File: src/rtl/core/cqf_pkg.sv
// Shared constants and types for the circular queue FIFO.
`timescale 1ns / 1ps
package cqf_pkg;

	localparam int DEPTH  = 16;
	localparam int IDX_W  = $clog2(DEPTH);
	localparam int CNT_W  = $clog2(DEPTH + 1);
	localparam int WORD_W = 32;

	localparam logic [1:0] ACT_ENQ  = 2'd0;
	localparam logic [1:0] ACT_DEQ  = 2'd1;
	localparam logic [1:0] ACT_PEEK = 2'd2;

	typedef logic [IDX_W-1:0] idx_t;
	typedef logic [CNT_W-1:0] cnt_t;
	typedef logic [WORD_W-1:0] word_t;

	// write side of the entry store
	typedef struct packed {
		logic  en;
		idx_t  addr;
		word_t data;
	} ram_wr_t;

	// status captured when an item is accepted
	typedef struct packed {
		logic ok;
		logic empty;
		logic full;
		cnt_t count;
	} status_t;

endpackage

File: src/rtl/core/cqf_ram.sv
// Entry store: one write port, two read ports with registered read data.
`timescale 1ns / 1ps
module cqf_ram (
	input  logic           clk,
	input  cqf_pkg::ram_wr_t wr,
	input  cqf_pkg::idx_t  raddr_a,
	input  cqf_pkg::idx_t  raddr_b,
	output cqf_pkg::word_t rdata_a,
	output cqf_pkg::word_t rdata_b
);
	import cqf_pkg::*;

	word_t mem [DEPTH];

	always_ff @(posedge clk) begin
		if (wr.en) begin
			mem[wr.addr] <= wr.data;
		end
		rdata_a <= mem[raddr_a];
		rdata_b <= mem[raddr_b];
	end

endmodule

File: src/rtl/core/circular_queue_fifo.sv
// Circular queue FIFO of signed 32-bit words with a settable capacity.
//
// Input channel (s_*): one item per handshake; s_tuser carries the action
// (enqueue, dequeue, peek), s_tdata the word to enqueue.
// Output channel (m_*): exactly one result per input item, in order.
// m_tuser carries ok; m_tdata carries front, rear, empty, full and count,
// all as they stand after the action. Front and rear read zero when empty.
// APB port: register 0, at any address with paddr[2] low, is the capacity
// (1..16). An out-of-range write is ignored; a valid write empties the queue.
//
// Timing: when an item is accepted, its pointer update and store write happen
// at that edge and the read addresses are registered; in ST_RD the entry
// store reads front and rear, and in ST_OUT the result is loaded into the
// output register once that register is free. No new item is taken until
// then. A new item is taken while a result waits in the output register;
// if the receiver stalls, the following result holds in the store's read
// registers (state ST_OUT) until the output register frees up.
// Reset empties the queue and sets the capacity to 16; the store contents
// are not cleared.
`timescale 1ns / 1ps
module circular_queue_fifo (
	input  logic        clk,
	input  logic        arst_n,
	input  logic        s_tvalid,
	output logic        s_tready,
	input  logic [31:0] s_tdata,  // push_value[31:0]
	input  logic [1:0]  s_tuser,  // action[1:0]
	output logic        m_tvalid,
	input  logic        m_tready,
	output logic [71:0] m_tdata,  // front[31:0], rear[63:32], empty[64], full[65],
	                              // count[70:66], zero pad[71]
	output logic [0:0]  m_tuser,  // ok[0]
	input  logic        psel,
	input  logic        penable,
	input  logic        pwrite,
	input  logic [2:0]  paddr,
	input  logic [31:0] pwdata,
	output logic [31:0] prdata,
	output logic        pready
);
	import cqf_pkg::*;

	localparam logic [1:0] ST_IDLE = 2'd0;
	localparam logic [1:0] ST_RD   = 2'd1;
	localparam logic [1:0] ST_OUT  = 2'd2;

	logic [1:0] state_q;
	idx_t       head_q, tail_q;
	cnt_t       count_q, cap_q;
	status_t    stat_q;
	idx_t       raddr_a_q, raddr_b_q;

	logic       m_valid_q;
	logic [71:0] m_data_q;
	logic       m_ok_q;

	ram_wr_t    wr;
	word_t      rdata_a, rdata_b;

	logic       accept, cfg_wr, cap_valid;
	logic       enq_ok, deq_ok, out_load;
	idx_t       head_n, tail_n, last_n;
	cnt_t       count_n;
	logic [1:0] action;

	function automatic idx_t wrap_next(idx_t idx, cnt_t cap);
		cnt_t n;
		n = cnt_t'(idx) + cnt_t'(1);
		return (n >= cap) ? idx_t'(0) : n[IDX_W-1:0];
	endfunction

	assign pready   = 1'b1;
	assign cfg_wr   = psel && penable && pwrite && pready && (paddr[2] == 1'b0);
	assign cap_valid = (pwdata != 32'd0) && (pwdata <= 32'(DEPTH));
	assign prdata   = (paddr[2] == 1'b0) ? {{(32-CNT_W){1'b0}}, cap_q} : 32'd0;

	assign s_tready = (state_q == ST_IDLE);
	assign accept   = s_tvalid && s_tready;
	assign action   = s_tuser;

	assign enq_ok = (action == ACT_ENQ) && (count_q < cap_q);
	assign deq_ok = (action == ACT_DEQ) && (count_q != cnt_t'(0));

	always_comb begin
		head_n  = head_q;
		tail_n  = tail_q;
		count_n = count_q;
		if (enq_ok) begin
			tail_n  = wrap_next(tail_q, cap_q);
			count_n = count_q + cnt_t'(1);
		end else if (deq_ok) begin
			head_n  = wrap_next(head_q, cap_q);
			count_n = count_q - cnt_t'(1);
		end
		last_n = (tail_n == idx_t'(0)) ? idx_t'(cap_q - cnt_t'(1)) : tail_n - idx_t'(1);
	end

	assign wr.en   = accept && enq_ok;
	assign wr.addr = tail_q;
	assign wr.data = s_tdata;

	cqf_ram u_ram (
		.clk     (clk),
		.wr      (wr),
		.raddr_a (raddr_a_q),
		.raddr_b (raddr_b_q),
		.rdata_a (rdata_a),
		.rdata_b (rdata_b)
	);

	assign out_load = (state_q == ST_OUT) && (!m_valid_q || m_tready);

	always_ff @(posedge clk or negedge arst_n) begin
		if (!arst_n) begin
			state_q <= ST_IDLE;
			head_q  <= '0;
			tail_q  <= '0;
			count_q <= '0;
			cap_q   <= cnt_t'(DEPTH);
			m_valid_q <= 1'b0;
		end else begin
			if (cfg_wr && cap_valid) begin
				cap_q   <= pwdata[CNT_W-1:0];
				head_q  <= '0;
				tail_q  <= '0;
				count_q <= '0;
			end else if (accept) begin
				head_q  <= head_n;
				tail_q  <= tail_n;
				count_q <= count_n;
			end

			unique case (state_q)
				ST_IDLE: if (accept) state_q <= ST_RD;
				ST_RD:   state_q <= ST_OUT;
				ST_OUT:  if (out_load) state_q <= ST_IDLE;
				default: state_q <= ST_IDLE;
			endcase

			if (out_load) begin
				m_valid_q <= 1'b1;
			end else if (m_tready) begin
				m_valid_q <= 1'b0;
			end
		end
	end

	always_ff @(posedge clk) begin
		if (accept) begin
			raddr_a_q    <= head_n;
			raddr_b_q    <= last_n;
			stat_q.ok    <= enq_ok || deq_ok ||
			                ((action == ACT_PEEK) && (count_q != cnt_t'(0)));
			stat_q.empty <= (count_n == cnt_t'(0));
			stat_q.full  <= (count_n == cap_q);
			stat_q.count <= count_n;
		end
		if (out_load) begin
			m_ok_q   <= stat_q.ok;
			m_data_q <= {1'b0, stat_q.count, stat_q.full, stat_q.empty,
			             stat_q.empty ? word_t'(0) : rdata_b,
			             stat_q.empty ? word_t'(0) : rdata_a};
		end
	end

	assign m_tvalid   = m_valid_q;
	assign m_tdata    = m_data_q;
	assign m_tuser[0] = m_ok_q;

endmodule
File: config.mk
export PLATFORM = sky130hd
export DESIGN_NAME = circular_queue_fifo
export DESIGN_NICKNAME = d
export VERILOG_FILES = /design/src/rtl/core/cqf_pkg.sv /design/src/rtl/core/cqf_ram.sv /design/src/rtl/core/circular_queue_fifo.sv
export SDC_FILE = /design/constraint.sdc
export NUM_CORES = 1
export LEC_CHECK = 0
export BUFFER_PORTS_ARGS = -buffer_cell sky130_fd_sc_hd__clkbuf_2
export CELL_PAD_IN_SITES_DETAIL_PLACEMENT = 2
export CELL_PAD_IN_SITES_GLOBAL_PLACEMENT = 2
export CORE_ASPECT_RATIO = 0.5
export CORE_MARGIN = 3
export CORE_UTILIZATION = 51
export CTS_CLUSTER_DIAMETER = 200
export CTS_CLUSTER_SIZE = 10
export DETAILED_ROUTE_END_ITERATION = 8
export PLACE_DENSITY = 0.94
export SYNTH_ARGS = -nofsm -noshare
export SYNTH_HDL_FRONTEND = slang
export SYNTH_SLANG_ARGS = --single-unit
export TNS_END_PERCENT = 5
File: constraint.sdc
create_clock -name clk -period 9.1 [get_ports clk]
set_input_delay 0.455 -clock clk [delete_from_list [all_inputs] [get_ports clk]]
set_output_delay 0.455 -clock clk [all_outputs]
set_load 0.005 [all_outputs]
==> impl_metrics.json, run 1 <==
{
  "io_buffer_count": 152,
  "pin_count": 184,
  "hpwlAfterDp_mm": 57.1,
  "synth_warnings": 0,
  "avgSynthCellArea_um2": 20.8,
  "ys_ff_latch": 685,
  "outcome": "did not finish",
  "async_flop_share": 0.0307,
  "fp.dieH_um": 176,
  "synth_top_cell_area_share": 0.610,
  "synth_top_area_cell": "edfxtp_1",
  "stop_error": "[ERROR DPL-0033] detailed placement checks failed during check placement.",
  "synth_edf_count": 600,
  "netlist_area_um2": 29600,
  "ys_top_cells_by_area": "edfxtp_1, mux4_2, dfxtp_1",
  "row_count": 61,
  "die_w_um": 346,
  "flow.stopped_at": "3_5_place_dp",
  "synth_cell_types": 52,
  "seq_area_frac_synth": 0.671,
  "synthCells": 1419,
  "synth_flop_cell": "edfxtp_1",
  "initial_core_util": 0.524,
  "gp_congestion": 0.785
}
==> per-stage QoR <==
stage | cells | instance area, µm² | setup slack (ps)
floorplan | 1446 | 29700 | 4510
global placement | 2272 | 31100 | 5420
==> cell families after synthesis <==
| group | count (synthesis) | share of synthesized area |
|---|---|---|
| adder cells (fa/ha/maj) | 22 | 0.00931 |
| buffers and inverters | 130 | 0.0218 |
| AO/OA/AOI/OAI | 56 | 0.0126 |
| other | 2 | 0.000254 |
| AND/OR/NAND/NOR | 181 | 0.0335 |
| multiplexers | 327 | 0.246 |
| XOR/XNOR | 16 | 0.00521 |
| flip-flops | 685 | 0.671 |
==> synthesized netlist by cell type, drive strengths merged, types with 2 or more instances <==
master     n
a2111oi    2
a21o       5
a21oi     16
a221oi     2
a22o       3
a22oi      2
a31oi      4
and2       9
and3       7
buf       61
clkbuf    55
conb       2
dfrtp     20
dfxtp     64
edfxtp   600
ha        22
inv       13
mux2       2
mux2i      5
mux4     320
nand2     27
nand2b    11
nand3      5
nand4      3
nor2      26
nor2b     67
nor3      11
nor4      10
o21ai     16
or3        2
xnor2     12
xor2       3
==> run 2, diff against run 1 <==
==> config.mk (replaced) <==
export PLATFORM = sky130hd
export DESIGN_NAME = circular_queue_fifo
export DESIGN_NICKNAME = d
export VERILOG_FILES = /design/src/rtl/core/cqf_pkg.sv /design/src/rtl/core/cqf_ram.sv /design/src/rtl/core/circular_queue_fifo.sv
export SDC_FILE = /design/constraint.sdc
export NUM_CORES = 1
export LEC_CHECK = 0
export BUFFER_PORTS_ARGS = -buffer_cell sky130_fd_sc_hd__clkbuf_2
export CORE_MARGIN = 3
export CORE_UTILIZATION = 40
export DETAILED_ROUTE_END_ITERATION = 8
export PLACE_DENSITY_LB_ADDON = 0.15
export SYNTH_ARGS = -nofsm -noshare
export SYNTH_HDL_FRONTEND = slang
export SYNTH_SLANG_ARGS = --single-unit
export TNS_END_PERCENT = 5
==> impl_metrics.json, run 2 <==
{
  "clk_latency_ps": 600,
  "io_buffer_count": 152,
  "numCtsBuffers": 74,
  "ir_drop_mv": 0.210,
  "fin_tns_setup_ps": 0,
  "cts_max_path_buffers": 3,
  "coreArea_um2": 73100,
  "cts_tree": "built",
  "dieArea_um2": 77200,
  "outcome": "complete, no violations",
  "largest_register_ffs": 512,
  "num_vias": 14700,
  "die_w_um": 278,
  "min_period_over_period": 0.449,
  "synthCells": 1419,
  "antenna_found_initial": 3,
  "finalPower_mw": 9.08,
  "finClkSkew_ps": 17.4,
  "row_count": 99,
  "gp_congestion": 0.760,
  "synth_top_area_cell": "edfxtp_1",
  "hpwlAfterDp_mm": 36.1,
  "fp.dieH_um": 278,
  "wl_per_cell_um": 26.8,
  "route.detailed.drc": 0,
  "finalSetupViolCount": 0,
  "initial_core_util": 0.404,
  "path_clk_slew_ps": 60,
  "slew-limit-headroom": 0.252,
  "cp-end-kind": "flip-flop",
  "critical_path_class": "reg -> reg",
  "async_flop_share": 0.0307,
  "stdcell_area_um2": 33800,
  "path_max_fanout": 19,
  "final_common_cell": "edfxtp_1",
  "ys_top_cells_by_area": "edfxtp_1, mux4_2, dfxtp_1",
  "synthTopCellsByCount": "edfxtp_1, mux4_2, nor2b_1",
  "avgSynthCellArea_um2": 20.8,
  "hold_path.class": "in -> reg",
  "ys_ff_latch": 685,
  "synth_warnings": 0,
  "root_buffer": "clkbuf_16",
  "grtUsageTotal": 0.184,
  "hold_viol": 0,
  "grt_pass1_wl_mm": 104,
  "drt_first_pass_iters": 5,
  "netlist_area_um2": 29600,
  "pin_count": 184,
  "final_cell_mix": "edfxtp_1, mux4_2, clkbuf_2, clkbuf_16, nor2b_1",
  "drive_gt1_frac": 0.390,
  "ant_nets": 0,
  "max_freq_mhz": 245,
  "postCtsSetupBuffers": 0,
  "min_period_ps": 4080,
  "areaGrowthSynthToFinish_pct": 14.4,
  "place_area_um2": 31400,
  "slew_violations": 0,
  "largest_register": "u_ram.mem",
  "seq_area_frac_synth": 0.671,
  "synth_flop_cell": "edfxtp_1",
  "cts_hold_buf": 1,
  "start_kind": "flip-flop",
  "via_per_inst": 5.61,
  "grt_setup_unrepaired": "no",
  "first_iter_violations": 1142,
  "cts_htree_levels": 3,
  "n_fill_cell": 6170,
  "p_leak_nw": 11.2,
  "worst_pin_slew_ps": 1120,
  "cts_resized": 0,
  "grt_pass1_vias": 16000,
  "grt_overflow": 0,
  "synth.most_common_cell": "edfxtp_1",
  "synth_edf_count": 600,
  "synth_cell_types": 52,
  "totalWireLength_mm": 70.0,
  "synth_top_cell_area_share": 0.610,
  "grt_max_degree": 129,
  "drv_cap": 0,
  "nets": 1688,
  "required_ps": 9330,
  "crit_arrival_ps": 4320,
  "cts_sinks": 685,
  "power_density_nw_per_um2": 268
}
-- run 2: worst paths after layout --
kind	startpoint	slack (ps)	depth (start not counted)	endpoint
worst max-delay path	cap_q[4]	5020	8	u_ram.mem[6][5]
worst min-delay path	pwdata[4]	70	3	cap_q[4]
worst max register to register	cap_q[4]	5020	8	u_ram.mem[6][5]
worst min register to register	stat_q[5]	420	0	m_tdata[65]
max in group asynchronous	arst_n	8310	2	tail_q[2]
min in group asynchronous	arst_n	390	2	state_q[1]
-- run 2: where the power goes --
group / switching (mW) / internal (mW)
logic: 1.07 / 1.10
registers: 0.150 / 3.79
clock network: 1.21 / 1.76
total: 2.43 / 6.65
-- run 2: logic make-up (layout without fill, tap and decap cells) --
family | after synthesis | count (layout) | synth area share
AO/OA/AOI/OAI | 56 | 56 | 0.0126
XOR/XNOR | 16 | 16 | 0.00521
adder cells (fa/ha/maj) | 22 | 22 | 0.00931
buffers and inverters | 130 | 336 | 0.0218
flip-flops | 685 | 685 | 0.671
multiplexers | 327 | 327 | 0.246
other | 2 | 32 | 0.000254
AND/OR/NAND/NOR | 181 | 181 | 0.0335
-- run 2: layout make-up --
class                           instances  area [µm²]  share of cell area
Multi-Input combinational cell        631        9240               0.273
Antenna cell                            3        7.51            0.000222
Sequential cell                       685       19800               0.586
Clock buffer                          104        2140              0.0632
Timing Repair Buffer                  184        1050              0.0311
Clock inverter                         34         308             0.00910
Tap cell                              959        1200              0.0355
Inverter                               14        52.6             0.00155
-- run 2: critical path: stages, from the launching register on --
cell,delay (ps)
dfstp_2,510
inv_1,140
ha_1,330
a2111oi_1,490
o21a_1,490
nand2_1,350
nor2_1,230
and3_2,620
buf_4,530
-- run 2: per-layer routing --
layer  part of all wire  wire, µm  track usage  up-vias
met1               0.41     28600        0.237     7884
met2               0.52     36500        0.322      393
li1                   -         -            -     6286
met3              0.047      3260       0.0289       92
met5                  0         0            0        -
met4              0.023      1610       0.0555        0
-- run 2: per-stage QoR --
stage          hold WS [ps]   util  setup WS, ps  instances
6_report               74.7  0.463          5020       2614
5_1_grt                94.7  0.463          4670       2612
4_1_cts                44.1  0.463          4980       2611
3_5_place_dp            407  0.429          5030       2472
3_3_place_gp            408  0.429          5050       2472
2_1_floorplan           159      -          4510       1446
Note: power is estimated with default switching activity, not from simulation.
==> run 3, diff against run 2 <==
--- a/config.mk
+++ b/config.mk
@@ -5,6 +5,7 @@
 export SDC_FILE = /design/constraint.sdc
 export NUM_CORES = 1
 export LEC_CHECK = 0
+export ABC_AREA = 1
 export BUFFER_PORTS_ARGS = -buffer_cell sky130_fd_sc_hd__clkbuf_2
 export CORE_MARGIN = 3
 export CORE_UTILIZATION = 40
==> constraint.sdc (replaced) <==
create_clock -name clk -period 4 [get_ports clk]
set_input_delay 0.2 -clock clk [delete_from_list [all_inputs] [get_ports clk]]
set_output_delay 0.2 -clock clk [all_outputs]
set_load 0.005 [all_outputs]
==> impl_metrics.json, run 3 <==
{
  "outcome": "complete, no violations",
  "synth_top_cell_area_share": 0.575,
  "nets": 3249,
  "largest_register": "u_ram.mem",
  "place_area_um2": 33300,
  "synth_flop_cell": "edfxtp_1",
  "grt_pass1_wl_mm": 135,
  "gp_congestion": 0.804,
  "die_w_um": 286,
  "root_buffer": "clkbuf_16",
  "seq_area_frac_synth": 0.633,
  "num_vias": 23400,
  "grt_max_degree": 169,
  "netlist_area_um2": 31300,
  "largest_register_ffs": 512,
  "worst_path_max_delay_cell": "dfstp_2",
  "row_count": 102,
  "hpwlAfterDp_mm": 51.3,
  "synthCells": 3062,
  "fin_cells": 4258,
  "slowest_delay_ps": 530,
  "start_kind": "flip-flop",
  "avgSynthCellArea_um2": 10.2,
  "route.detailed.drc": 0,
  "drv_cap": 0,
  "synth.most_common_cell": "edfxtp_1",
  "place_worst_setup_slack_ps": 750,
  "cp-end-kind": "flip-flop",
  "wl_per_cell_um": 20.9,
  "cts_max_path_buffers": 3,
  "fin_util": 0.465,
  "slew-limit-headroom": 0.269,
  "totalWireLength_mm": 89.2,
  "grtUsageTotal": 0.214,
  "worst_pin_slew_ps": 1100,
  "io_buffer_count": 152,
  "ys_ff_latch": 685,
  "final_cell_mix": "edfxtp_1, o21ai_0, a21oi_1, nand2_1, inv_1",
  "max_freq_mhz": 306,
  "areaGrowthSynthToFinish_pct": 15.2,
  "synth_cell_types": 40,
  "synth_edf_count": 600,
  "fin_hold_ws_ps": 16.8,
  "pin_count": 184,
  "initial_core_util": 0.404,
  "finalPower_mw": 22.8,
  "synthTopCellsByCount": "edfxtp_1, o21ai_0, a21oi_1",
  "power_density_nw_per_um2": 632,
  "cts_htree_levels": 3,
  "crit_chain": "inv_1 -> ha_1 -> nand2_1 -> nand3_1 -> nor2_1 -> nand2_2 -> nor2_1 -> nand2_1 -> nor2_4 -> buf_12",
  "numCtsBuffers": 77,
  "grt_setup_unrepaired": "no",
  "finClkSkew_ps": 24.9,
  "hold_viol": 0,
  "cts_hold_buf": 16,
  "ir_drop_mv": 0.300,
  "fin_tns_setup_ps": 0,
  "fin_ws_ps": 730,
  "p_leak_nw": 13.8,
  "min_period_ps": 3270,
  "crit_arrival_ps": 3560,
  "critical_path_class": "reg -> reg",
  "postCtsSetupBuffers": 0,
  "min_period_over_period": 0.818,
  "final_common_cell": "edfxtp_1",
  "cts_resized": 0,
  "synth_warnings": 0,
  "cts_tree": "built",
  "fp.dieH_um": 286,
  "antenna_found_initial": 5,
  "required_ps": 4290,
  "async_flop_share": 0.0307,
  "hold_path.class": "in -> reg",
  "via_per_inst": 5.49,
  "stdcell_area_um2": 36100,
  "drt_first_pass_iters": 6,
  "coreArea_um2": 77600,
  "ys_top_cells_by_area": "edfxtp_1, o21ai_0, a21oi_1",
  "path_max_fanout": 24,
  "grt_overflow": 0,
  "grt_pass1_vias": 22300,
  "synth_top_area_cell": "edfxtp_1",
  "clk_latency_ps": 620,
  "dieArea_um2": 81700,
  "path_clk_slew_ps": 60,
  "drive_gt1_frac": 0.115,
  "placed_cells": 4096,
  "first_iter_violations": 2515,
  "ant_nets": 0,
  "finalSetupViolCount": 0,
  "cts_sinks": 685,
  "slew_violations": 0
}
## run 3: area by class of cell
type / count / area (µm²)
Antenna cell: 4 / 10.0
Clock buffer: 107 / 2190
Clock inverter: 35 / 408
Fill cell: 7232 / 41500
Inverter: 377 / 1420
Multi-Input combinational cell: 1779 / 9220
Sequential cell: 685 / 19800
Tap cell: 1040 / 1300
Timing Repair Buffer: 231 / 1740
## run 3: layer usage
layer / GRT usage / part of all wire
met4: 0.0621 / 0.025
met2: 0.349 / 0.47
met1: 0.296 / 0.44
met5: 0 / 0.00039
met3: 0.0371 / 0.073
## run 3: worst paths after layout
kind                                  start          endpoint  slack (ps)  cells past startpoint
worst max register to register     cap_q[4]  u_ram.mem[0][25]         730                     10
max in group asynchronous            arst_n         tail_q[2]        3460                      2
worst min-delay path            s_tdata[28]  u_ram.mem[3][28]          20                      1
min in group asynchronous            arst_n         tail_q[1]         140                      2
worst min register to register    stat_q[3]       m_tdata[69]         420                      0
worst max-delay path               cap_q[4]  u_ram.mem[0][25]         730                     10
## run 3: power by group
part / internal, mW / leakage [nW] / switching (mW)
registers: 8.74 / 6.25 / 0.389
logic: 2.02 / 6.31 / 4.45
clock network: 4.35 / 1.27 / 2.86
total: 15.1 / 13.8 / 7.69
## run 3: worst max-delay path, delay by kind of cell (launching register included)
family        cells  cell delay [ps]
flops             1              530
buf+inv           2              420
fa+ha+maj         1              340
simple gates      7             1630
## run 3: logic make-up (layout without fill, tap and decap cells)
logic type,after synthesis,in the layout,synth area share
flip-flops,685,685,0.633
AND/OR/NAND/NOR,687,687,0.0913
AO/OA/AOI/OAI,1029,1029,0.183
adder cells (fa/ha/maj),22,22,0.00878
buffers and inverters,625,750,0.0805
other,2,33,0.000240
XOR/XNOR,12,12,0.00383
